## src/rtl/podc_pkg.sv

```systemverilog
// ----------------------------------------------------------------------------
// podc_pkg: shared definitions for the position-offset decimal codec
// Character codes, the default position width and the command word that the
// sequencer sends to the binary-to-decimal unit.
// ----------------------------------------------------------------------------
package podc_pkg;

  localparam int unsigned POSITION_BITS_DEF = 16;

  localparam logic [7:0] TERM_CHAR = 8'h23;   // '#'
  localparam logic [7:0] ZERO_CHAR = 8'h30;   // '0'
  localparam logic [3:0] RADIX     = 4'd10;

  // Command word from the sequencer to the shared conversion unit.
  typedef struct packed {
    logic load;    // take a new binary value, clear the decimal digits
    logic conv;    // one double-dabble step: adjust the digits, shift one bit in
    logic shift;   // drop the top decimal digit
  } podc_cmd_t;

endpackage : podc_pkg

```

## src/rtl/podc_dabble.sv

```systemverilog
// ----------------------------------------------------------------------------
// podc_dabble: iterative binary-to-decimal conversion unit
// Holds the binary value and its packed decimal digits. Each conversion step
// adds three to every digit of five or more and shifts one binary bit in.
// ----------------------------------------------------------------------------
module podc_dabble #(
  parameter int unsigned VALUE_BITS = 17,
  parameter int unsigned DIGITS     = 6
) (
  input  logic                  clk,
  input  podc_pkg::podc_cmd_t   cmd,
  input  logic [VALUE_BITS-1:0] load_value,
  output logic [3:0]            top_digit
);
  import podc_pkg::*;

  localparam int unsigned BCD_BITS = DIGITS * 4;

  logic [VALUE_BITS-1:0] bin_r;
  logic [BCD_BITS-1:0]   bcd_r;
  logic [BCD_BITS-1:0]   bcd_adj;

  // Every digit is adjusted on its own, so this loop is a row of lanes.
  always_comb begin
    for (int i = 0; i < DIGITS; i++) begin
      if (bcd_r[i*4 +: 4] >= 4'd5) begin
        bcd_adj[i*4 +: 4] = bcd_r[i*4 +: 4] + 4'd3;
      end else begin
        bcd_adj[i*4 +: 4] = bcd_r[i*4 +: 4];
      end
    end
  end

  always_ff @(posedge clk) begin
    if (cmd.load) begin
      bin_r <= load_value;
      bcd_r <= '0;
    end else if (cmd.conv) begin
      bin_r <= {bin_r[VALUE_BITS-2:0], 1'b0};
      bcd_r <= {bcd_adj[BCD_BITS-2:0], bin_r[VALUE_BITS-1]};
    end else if (cmd.shift) begin
      bcd_r <= {bcd_r[BCD_BITS-5:0], 4'd0};
    end
  end

  assign top_digit = bcd_r[BCD_BITS-1 -: 4];

endmodule : podc_dabble

```

## src/rtl/position_offset_decimal_codec_unit.sv

```systemverilog
// ----------------------------------------------------------------------------
// position_offset_decimal_codec_unit: position-offset decimal byte codec
// Encode: each byte plus its 1-based position is sent as decimal ASCII digits,
// most significant first, then '#' marked as the last beat. Decode: digits are
// folded into an accumulator modulo 256, and '#' returns accumulator minus
// position modulo 256.
//
//   Channel | Signals                          | Beat carries
//   --------+----------------------------------+---------------------------------
//   in      | in_tvalid/in_tready              | tdata: byte; tuser: restart
//   out     | out_tvalid/out_tready            | tdata: byte; tlast: final beat
//   cfg     | cfg_valid/cfg_ready              | cfg_data: decode_mode
//
// An encoded byte is accepted, converted bit by bit in the shared
// double-dabble unit, then its leading zero digits are dropped until the
// leading digit is found; the lowest digit is always kept. Each digit is
// then sent, most significant first, followed by the '#'.
// A decimal digit in decode mode is absorbed in its accept cycle; a '#'
// moves to a result state that hands its result to the output register.
// Other bytes are ignored.
// Reset is synchronous and active low; it clears position, accumulator, the
// mode register and the output valid flag. A stalled output holds its beat and
// only the sequencer waits; the output register is released as it is taken.
// ----------------------------------------------------------------------------
module position_offset_decimal_codec_unit #(
  parameter int unsigned POSITION_BITS = podc_pkg::POSITION_BITS_DEF
) (
  input  logic       clk,
  input  logic       rst_n,
  // Input channel.
  input  logic       in_tvalid,
  output logic       in_tready,
  input  logic [7:0] in_tdata,    // [7:0] in_byte
  input  logic       in_tuser,    // [0] restart
  // Result channel.
  output logic       out_tvalid,
  input  logic       out_tready,
  output logic [7:0] out_tdata,   // [7:0] out_byte
  output logic       out_tlast,
  // Configuration channel.
  input  logic       cfg_valid,
  output logic       cfg_ready,
  input  logic       cfg_data     // [0] decode_mode
);
  import podc_pkg::*;

  // The encoded sum needs one bit more than the position. The digit count
  // is floor(bits * log10(2)) + 1, enough for any value of that width.
  localparam int unsigned VALUE_BITS = POSITION_BITS + 1;
  localparam int unsigned DIGITS     = (VALUE_BITS * 30103) / 100000 + 1;
  localparam int unsigned CW         = $clog2(VALUE_BITS + 1);
  localparam int unsigned DW         = $clog2(DIGITS + 1);

  typedef enum logic [2:0] {
    ST_IDLE,
    ST_CONV,
    ST_SKIP,
    ST_EMIT,
    ST_TERM,
    ST_DEC_OUT
  } state_t;

  state_t                   state_r;
  logic                     decode_mode_r;
  logic [POSITION_BITS-1:0] pos_r;
  logic [7:0]               acc_r;
  logic [CW-1:0]            bit_cnt_r;
  logic [DW-1:0]            dig_cnt_r;
  logic [7:0]               dec_byte_r;
  logic                     out_valid_r;
  logic [7:0]               out_byte_r;
  logic                     out_last_r;

  logic                     in_accept;
  logic                     out_free;
  logic                     out_load;
  logic [POSITION_BITS-1:0] pos_base;
  logic [POSITION_BITS-1:0] pos_nxt;
  logic [7:0]               acc_base;
  logic [11:0]              acc_prod;
  logic [7:0]               acc_nxt;
  logic                     is_digit;
  logic                     is_term;
  logic [VALUE_BITS-1:0]    enc_value;
  logic [3:0]               top_digit;
  podc_cmd_t                cmd;

  assign in_tready = (state_r == ST_IDLE);
  assign cfg_ready = 1'b1;
  assign in_accept = in_tvalid && in_tready;
  assign out_free  = !out_valid_r || out_tready;

  // The output register takes a new beat in any sending state once it is free.
  assign out_load  = out_free && ((state_r == ST_EMIT) || (state_r == ST_TERM)
                               || (state_r == ST_DEC_OUT));

  // A restart clears position and accumulator before the byte is used.
  assign pos_base  = in_tuser ? '0 : pos_r;
  assign acc_base  = in_tuser ? 8'd0 : acc_r;
  assign pos_nxt   = pos_base + POSITION_BITS'(1);
  assign enc_value = VALUE_BITS'(pos_nxt) + VALUE_BITS'(in_tdata);

  assign is_digit  = (in_tdata >= ZERO_CHAR) && (in_tdata <= ZERO_CHAR + 8'd9);
  assign is_term   = (in_tdata == TERM_CHAR);
  assign acc_prod  = 12'(acc_base) * 12'(RADIX);
  assign acc_nxt   = acc_prod[7:0] + (in_tdata - ZERO_CHAR);

  // Commands to the shared conversion unit.
  always_comb begin
    cmd       = '0;
    cmd.load  = in_accept && !decode_mode_r;
    cmd.conv  = (state_r == ST_CONV);
    cmd.shift = ((state_r == ST_SKIP) && (top_digit == 4'd0) && (dig_cnt_r != DW'(1)))
             || ((state_r == ST_EMIT) && out_free);
  end

  podc_dabble #(
    .VALUE_BITS (VALUE_BITS),
    .DIGITS     (DIGITS)
  ) u_dabble (
    .clk        (clk),
    .cmd        (cmd),
    .load_value (enc_value),
    .top_digit  (top_digit)
  );

  always_ff @(posedge clk) begin
    if (!rst_n) begin
      state_r       <= ST_IDLE;
      decode_mode_r <= 1'b0;
      pos_r         <= '0;
      acc_r         <= 8'd0;
      out_valid_r   <= 1'b0;
      bit_cnt_r     <= '0;
      dig_cnt_r     <= '0;
    end else begin
      if (cfg_valid && cfg_ready) begin
        decode_mode_r <= cfg_data;
      end
      if (out_load) begin
        out_valid_r <= 1'b1;
      end else if (out_tready) begin
        out_valid_r <= 1'b0;
      end

      unique case (state_r)
        ST_IDLE: begin
          if (in_accept) begin
            if (!decode_mode_r) begin
              pos_r     <= pos_nxt;
              acc_r     <= acc_base;
              bit_cnt_r <= CW'(VALUE_BITS);
              state_r   <= ST_CONV;
            end else if (is_digit) begin
              pos_r <= pos_base;
              acc_r <= acc_nxt;
            end else if (is_term) begin
              pos_r      <= pos_nxt;
              acc_r      <= 8'd0;
              dec_byte_r <= acc_base - pos_nxt[7:0];
              state_r    <= ST_DEC_OUT;
            end else begin
              // Not a token character: only a restart leaves a trace.
              pos_r <= pos_base;
              acc_r <= acc_base;
            end
          end
        end

        ST_CONV: begin
          bit_cnt_r <= bit_cnt_r - CW'(1);
          if (bit_cnt_r == CW'(1)) begin
            dig_cnt_r <= DW'(DIGITS);
            state_r   <= ST_SKIP;
          end
        end

        ST_SKIP: begin
          // Leading zeros are dropped, but the lowest digit is always sent.
          if ((top_digit == 4'd0) && (dig_cnt_r != DW'(1))) begin
            dig_cnt_r <= dig_cnt_r - DW'(1);
          end else begin
            state_r <= ST_EMIT;
          end
        end

        ST_EMIT: begin
          if (out_free) begin
            out_byte_r  <= ZERO_CHAR + 8'(top_digit);
            out_last_r  <= 1'b0;
            dig_cnt_r   <= dig_cnt_r - DW'(1);
            if (dig_cnt_r == DW'(1)) begin
              state_r <= ST_TERM;
            end
          end
        end

        ST_TERM: begin
          if (out_free) begin
            out_byte_r  <= TERM_CHAR;
            out_last_r  <= 1'b1;
            state_r     <= ST_IDLE;
          end
        end

        ST_DEC_OUT: begin
          if (out_free) begin
            out_byte_r  <= dec_byte_r;
            out_last_r  <= 1'b1;
            state_r     <= ST_IDLE;
          end
        end

        default: begin
          state_r <= ST_IDLE;
        end
      endcase
    end
  end

  assign out_tvalid = out_valid_r;
  assign out_tdata  = out_byte_r;
  assign out_tlast  = out_last_r;

endmodule : position_offset_decimal_codec_unit

```

## config.mk

```make
export PLATFORM = sky130hd
export DESIGN_NAME = position_offset_decimal_codec_unit
export DESIGN_NICKNAME = d
export VERILOG_FILES = /design/src/rtl/podc_pkg.sv /design/src/rtl/podc_dabble.sv /design/src/rtl/position_offset_decimal_codec_unit.sv
export SDC_FILE = /design/constraint.sdc
export NUM_CORES = 1
export LEC_CHECK = 0
export ABC_AREA = 0
export BUFFER_PORTS_ARGS = -buffer_cell sky130_fd_sc_hd__buf_2
export CAP_MARGIN = 20
export CELL_PAD_IN_SITES_DETAIL_PLACEMENT = 1
export CELL_PAD_IN_SITES_GLOBAL_PLACEMENT = 1
export CORE_AREA = 3 3 139 141
export CTS_BUF_LIST = sky130_fd_sc_hd__clkbuf_8
export CTS_CLUSTER_DIAMETER = 50
export DETAILED_ROUTE_END_ITERATION = 10
export DIE_AREA = 0 0 142 144
export PLACE_DENSITY = 0.69
export SLEW_MARGIN = 20
export SYNTH_ARGS = -nofsm -noshare
export SYNTH_HDL_FRONTEND = slang
export SYNTH_SLANG_ARGS = --single-unit
```

## constraint.sdc

```tcl
create_clock -name clk -period 11.8 [get_ports clk]
set_input_delay 1.77 -clock clk [delete_from_list [all_inputs] [get_ports clk]]
set_output_delay 1.77 -clock clk [all_outputs]
set_load 0.05 [all_outputs]
```

==> results of run 1 <==
[report_power, final]
group	switching [W]	total [W]	internal (W)
clock	0.000127	0.000226	0.0000990
combinational	0.000164	0.000262	0.0000977
sequential	0.0000425	0.000429	0.000387
[flip-flops by register name, indices dropped and copies added (netlist names)]
register        cells
out_tdata           8
out_tlast           1
dec_byte_r          8
dig_cnt_r           3
u_dabble.bcd_r     24
decode_mode_r       1
u_dabble.bin_r     17
state_r             3
bit_cnt_r           5
pos_r              16
acc_r               8
out_tvalid          1
[routing by layer]
metal	vias to the layer above	share of wire
met5	-	0
met2	78	0.48
li1	2668	-
met3	16	0.040
met4	0	0.012
met1	2638	0.47
[critical path: stages]
cell      delay [ns]
buf_2           0.60
nor2b_1         0.16
ha_1            0.35
nand3_1         0.15
xor2_1          0.16
nor2_1          0.09
ha_1            0.44
nand3_1         0.12
nor2_1          0.14
o211ai_1        0.14
a31oi_1         0.53
nand4_1         0.22
xnor2_1         0.18
o21ai_0         0.08
[worst paths after layout]
path            start                 end  cells past startpoint  slack, ns
max          in_tuser  u_dabble.bin_r[13]                     14       6.77
min          acc_r[5]            acc_r[5]                      2       0.47
max reg2reg  pos_r[0]  u_dabble.bin_r[13]                     13       8.24
min reg2reg  acc_r[5]            acc_r[5]                      2       0.47
[cell families (layout without fill, tap and decap cells)]
family,Yosys count,count (layout)
AO/OA/AOI/OAI,179,179
XOR/XNOR,55,55
adder cells (fa/ha/maj),54,54
buffers and inverters,88,94
flip-flops,95,95
multiplexers,11,11
other,1,1
AND/OR/NAND/NOR,278,278
[synth_stat cells, drive strengths merged (2+ instances only)]
master	count	area share
a211oi	16	0.019
a21o	10	0.012
a21oi	46	0.039
a22oi	18	0.021
a311oi	7	0.0096
a31oi	11	0.011
and2	9	0.0088
and3	6	0.0059
and4	2	0.0029
buf	12	0.0088
clkbuf	28	0.017
dfxtp	61	0.19
edfxtp	34	0.16
fa	3	0.0094
ha	48	0.094
inv	48	0.028
maj3	3	0.0047
mux2	3	0.0053
mux2i	8	0.013
nand2	78	0.046
nand2b	14	0.014
nand3	25	0.020
nand3b	4	0.0047
nand4	4	0.0063
nand4b	2	0.0028
nor2	89	0.052
nor2b	15	0.015
nor3	14	0.012
nor3b	4	0.0055
nor4	6	0.0082
nor4b	2	0.0028
o21a	5	0.0059
o21ai	46	0.036
o21bai	3	0.0035
o22ai	3	0.0029
o32a	5	0.0079
o41ai	2	0.0028
or4	2	0.0029
xnor2	41	0.056
xor2	14	0.019
[stage by stage]
step                       power, W  setup slack (ns)  hold slack, ns
after detailed placement  0.0006976             6.108          0.4569
after global placement    0.0006772             6.304          0.4442
after floorplan           0.0006215             6.657          0.4318
final                     0.0009165             6.774          0.4693
after global routing      0.0009807             6.545          0.4970
after CTS                 0.0009253             6.503          0.4750
[area by class of cell]
cell class,count,area [um^2]
clock buffer,9,123.9
fill,2156,11210
clock inverter,7,71.32
sequential,95,2242
inverter,48,180.2
multi-input combinational,578,3805
tap,229,286.5
timing repair buffer,30,162.7
==> impl_metrics.json, run 1 <==
{
  "vias_per_cell": 5.422,
  "synth_compound_area_frac": 0.1797,
  "synth_area_um2": 6370,
  "synth_async_sr_flop_share": 0,
  "rsz0062_at_grt": "no",
  "io_pins": 27,
  "postCtsSetupBuffers": 0,
  "die_w_um": 142,
  "cts_buffers": 9,
  "synth_edf_count": 34,
  "yosys_warnings": 0,
  "maxSlewHeadroom": 0.4561,
  "cp_max_fo": 44,
  "antenna_left": 0,
  "power_density_nw_per_um2": 133.4,
  "path_clk_slew_ns": 0.10,
  "final_common_cell": "nor2_1",
  "cts_hold_buffers": 0,
  "die-height_um": 144,
  "instances_no_fill": 996,
  "worst_slew_pin_slew_ns": 0.8140,
  "crit_type": "input pin to flip-flop",
  "skew_ns": 0.01414,
  "layout_common_cells": "nor2_1, nand2_1, dfxtp_1",
  "ys_seq_elements": 95,
  "grt_overflow_total": 0,
  "drt-pass1-iter-count": 4,
  "synth_top_family_by_area": "simple AND/OR/NAND/NOR gates",
  "num_vias": 5400,
  "syn_nets": 827,
  "wirelength_um": 17000,
  "worst_setup_path_end_kind": "flip-flop",
  "synthAdderAreaFrac": 0.1084,
  "finalCritPeriodShare": 0.4260,
  "met2_usage": 0.2899,
  "core_area_um2": 18090,
  "drtIter0Drc": 301,
  "io_buffers": 25,
  "antenna_cells": 0,
  "grt_pass1_vias": 5661,
  "setup_viol": 0,
  "final_util": 0.3799,
  "die_area_um2": 20450,
  "start_util": 0.3522,
  "grt_use_met1": 0.2299,
  "top_usage_layer": "met2",
  "grt_pass1_wl_um": 28650,
  "place_area_um2": 6659,
  "synth_sequential_area_ratio": 0.3520,
  "syn-instance-count": 761,
  "required_ns": 11.94,
  "status": "complete, no violations",
  "final_cell_area_um2": 6872,
  "dpl.cell_count": 980,
  "syn_area_per_cell_um2": 8.370,
  "antenna_found_initial": 0,
  "routabilityCongestion": 0.8608,
  "area_growth_pct": 7.877,
  "drc": 0,
  "max_freq_mhz": 199.0,
  "cp_data_arrival_time_ns": 5.16,
  "clk_path_buf_depth": 2,
  "grt_max_degree": 45,
  "synth.area.mux_share": 0.01787,
  "finalCriticalPeriod_ns": 5.026,
  "cts_sinks": 95,
  "tritoncts": "built",
  "hold_viol": 0,
  "num_rows": 49,
  "hold_class": "flip-flop to flip-flop",
  "wl_per_cell_um": 17.06,
  "synthSimpleGateAreaFrac": 0.2119,
  "vdd_ir_drop_max_mv": 0.05407,
  "start_kind": "input pin",
  "final_nets": 828,
  "cap_violations": 0,
  "cts_resized": 0,
  "h-tree-depth": 3,
  "grtUsageMet3": 0.03538,
  "grt.total_usage": 0.1722,
  "finalMaxSlewViolations": 0,
  "synthXorXnorAreaFrac": 0.07562,
  "leakage_nw": 2.642,
  "insertion_delay_ns": 0.39,
  "hpwl_um": 12400,
  "synth_ff_type": "dfxtp_1",
  "drive_above_1_share": 0.08083,
  "synth.distinct_cells": 64,
  "cts-root-buf": "clkbuf_8",
  "setup_tns_ns": 0
}
(Power assumes the default switching activity.)
==> run 2, diff against run 1 <==
--- a/config.mk
+++ b/config.mk
@@ -15,7 +15,7 @@
 export CTS_CLUSTER_DIAMETER = 50
 export DETAILED_ROUTE_END_ITERATION = 10
 export DIE_AREA = 0 0 142 144
-export PLACE_DENSITY = 0.69
+export PLACE_DENSITY = 0.71
 export SLEW_MARGIN = 20
 export SYNTH_ARGS = -nofsm -noshare
 export SYNTH_HDL_FRONTEND = slang
==> constraint.sdc (replaced) <==
create_clock -name clk -period 4.6 [get_ports clk]
set_input_delay 0.69 -clock clk [delete_from_list [all_inputs] [get_ports clk]]
set_output_delay 0.69 -clock clk [all_outputs]
set_load 0.05 [all_outputs]
==> run 2 against run 1 <==
Non-clock buffer count rose by 4; power grew to 2.7 times the previous value; global-route usage fell by 0.21 points; critical endpoint is now u_dabble.bin_r[14]; critical path depth unchanged; count of clock-buffer cells in the layout stayed put; sequential cell count stayed put; via count is 2.0% lower.
==> impl_metrics.json, run 2 (synthesized netlist as in run 1, its figures left out) <==
{
  "holdWs_ns": 0.4553,
  "top_usage_layer": "met2",
  "die_w_um": 142,
  "required_ns": 4.71,
  "io_pins": 27,
  "fillers": 2180,
  "tritoncts": "built",
  "antenna_left": 0,
  "routabilityCongestion": 0.8522,
  "drtIter0Drc": 269,
  "worst_slew_pin_slew_ns": 0.7914,
  "worst_setup_path_end_kind": "flip-flop",
  "path_clk_slew_ns": 0.09,
  "vias_per_cell": 5.294,
  "largest_register_ffs": 24,
  "core_area_um2": 18090,
  "grt_pass1_vias": 5394,
  "io_buffers": 25,
  "max_freq_mhz": 300.6,
  "cts_buffers": 9,
  "hold_viol": 0,
  "final_util": 0.3831,
  "vdd_ir_drop_max_mv": 0.1558,
  "antenna_cells": 0,
  "wl_per_cell_um": 16.54,
  "hpwl_um": 12330,
  "finalMaxSlewViolations": 0,
  "insertion_delay_ns": 0.38,
  "seqCellArea_um2": 2242,
  "drive_above_1_share": 0.08301,
  "skew_ns": 0.01459,
  "die_area_um2": 20450,
  "clk_path_buf_depth": 2,
  "h-tree-depth": 3,
  "grt_max_degree": 40,
  "hold_class": "flip-flop to flip-flop",
  "cts_resized": 0,
  "setup_tns_ns": 0,
  "cts-root-buf": "clkbuf_8",
  "antenna_found_initial": 0,
  "multi_input_area_um2": 3791,
  "grt_pass1_wl_um": 27900,
  "postCtsSetupBuffers": 0,
  "finalCritPeriodShare": 0.7232,
  "rsz0062_at_grt": "no",
  "final_common_cell": "nor2_1",
  "area_growth_pct": 8.780,
  "finalCriticalPeriod_ns": 3.327,
  "leakage_nw": 2.675,
  "cap_violations": 0,
  "crit_type": "input pin to flip-flop",
  "grtUsageMet3": 0.01786,
  "drc": 0,
  "die-height_um": 144,
  "reg2reg_setup_slack_ns": 1.39,
  "grt_overflow_total": 0,
  "total_power_w": 0.002431,
  "cp_max_fo": 26,
  "top_register": "u_dabble.bcd_r",
  "cp_data_arrival_time_ns": 3.44,
  "reg_top3": "u_dabble.bcd_r: 24 flops, u_dabble.bin_r: 17 flops, pos_r: 16 flops",
  "cts_sinks": 95,
  "start_util": 0.3522,
  "cts_hold_buffers": 0,
  "power_density_nw_per_um2": 350.9,
  "start_kind": "input pin",
  "maxSlewHeadroom": 0.4724,
  "num_rows": 49,
  "wirelength_um": 16540,
  "met2_usage": 0.2820,
  "grt.total_usage": 0.1701,
  "grt_use_met1": 0.2363,
  "final_nets": 832,
  "num_vias": 5294,
  "setup_viol": 0,
  "drt-pass1-iter-count": 4,
  "status": "complete, no violations",
  "layout_common_cells": "nor2_1, nand2_1, dfxtp_1"
}
==> run 2: worst max-delay path, cell delays in order <==
cell and delay [ns]:
buf_2 0.20, buf_4 0.26, nand4b_1 0.27, or2_1 0.34, xnor2_1 0.29, ha_1 0.34
nand3_1 0.10, o22ai_1 0.10, o41ai_1 0.27, buf_4 0.20, nor3_2 0.04, nand4_1 0.11
xnor2_1 0.12, o21ai_0 0.09
==> run 2: area by class of cell <==
cell class | instances | share of cell area
tap | 229 | 0.04135
multi-input combinational | 578 | 0.5471
clock inverter | 7 | 0.01625
inverter | 48 | 0.02600
timing repair buffer | 34 | 0.02781
sequential | 95 | 0.3236
clock buffer | 9 | 0.01788
==> run 2: per-stage QoR <==
step	cell area [um^2]	instances	setup WS (ns)
after global routing	6929	1000	1.009
after CTS	6925	1000	1.288
after global placement	6689	984	0.9017
after detailed placement	6689	984	0.8952
after floorplan	6370	761	0.5373
final	6929	1000	1.273
==> run 2: final timing paths <==
check / startpoint / endpoint / depth (start not counted)
worst max-delay path: in_tuser / u_dabble.bin_r[14] / 14
worst min-delay path: acc_r[5] / acc_r[5] / 2
worst max register to register: pos_r[0] / u_dabble.bin_r[13] / 13
worst min register to register: acc_r[5] / acc_r[5] / 2
==> run 2: metal layers <==
metal | share of wire | wire length, um
met4 | 0.012 | 203
met2 | 0.47 | 7845
met5 | 0 | 0
met1 | 0.49 | 8098
met3 | 0.024 | 393
==> run 2: report_power, final <==
part	internal [W]	total, W	switching [W]
registers	0.000992	0.00110	0.000104
clock network	0.000360	0.000677	0.000318
logic	0.000250	0.000657	0.000408
total	0.00160	0.00243	0.000830
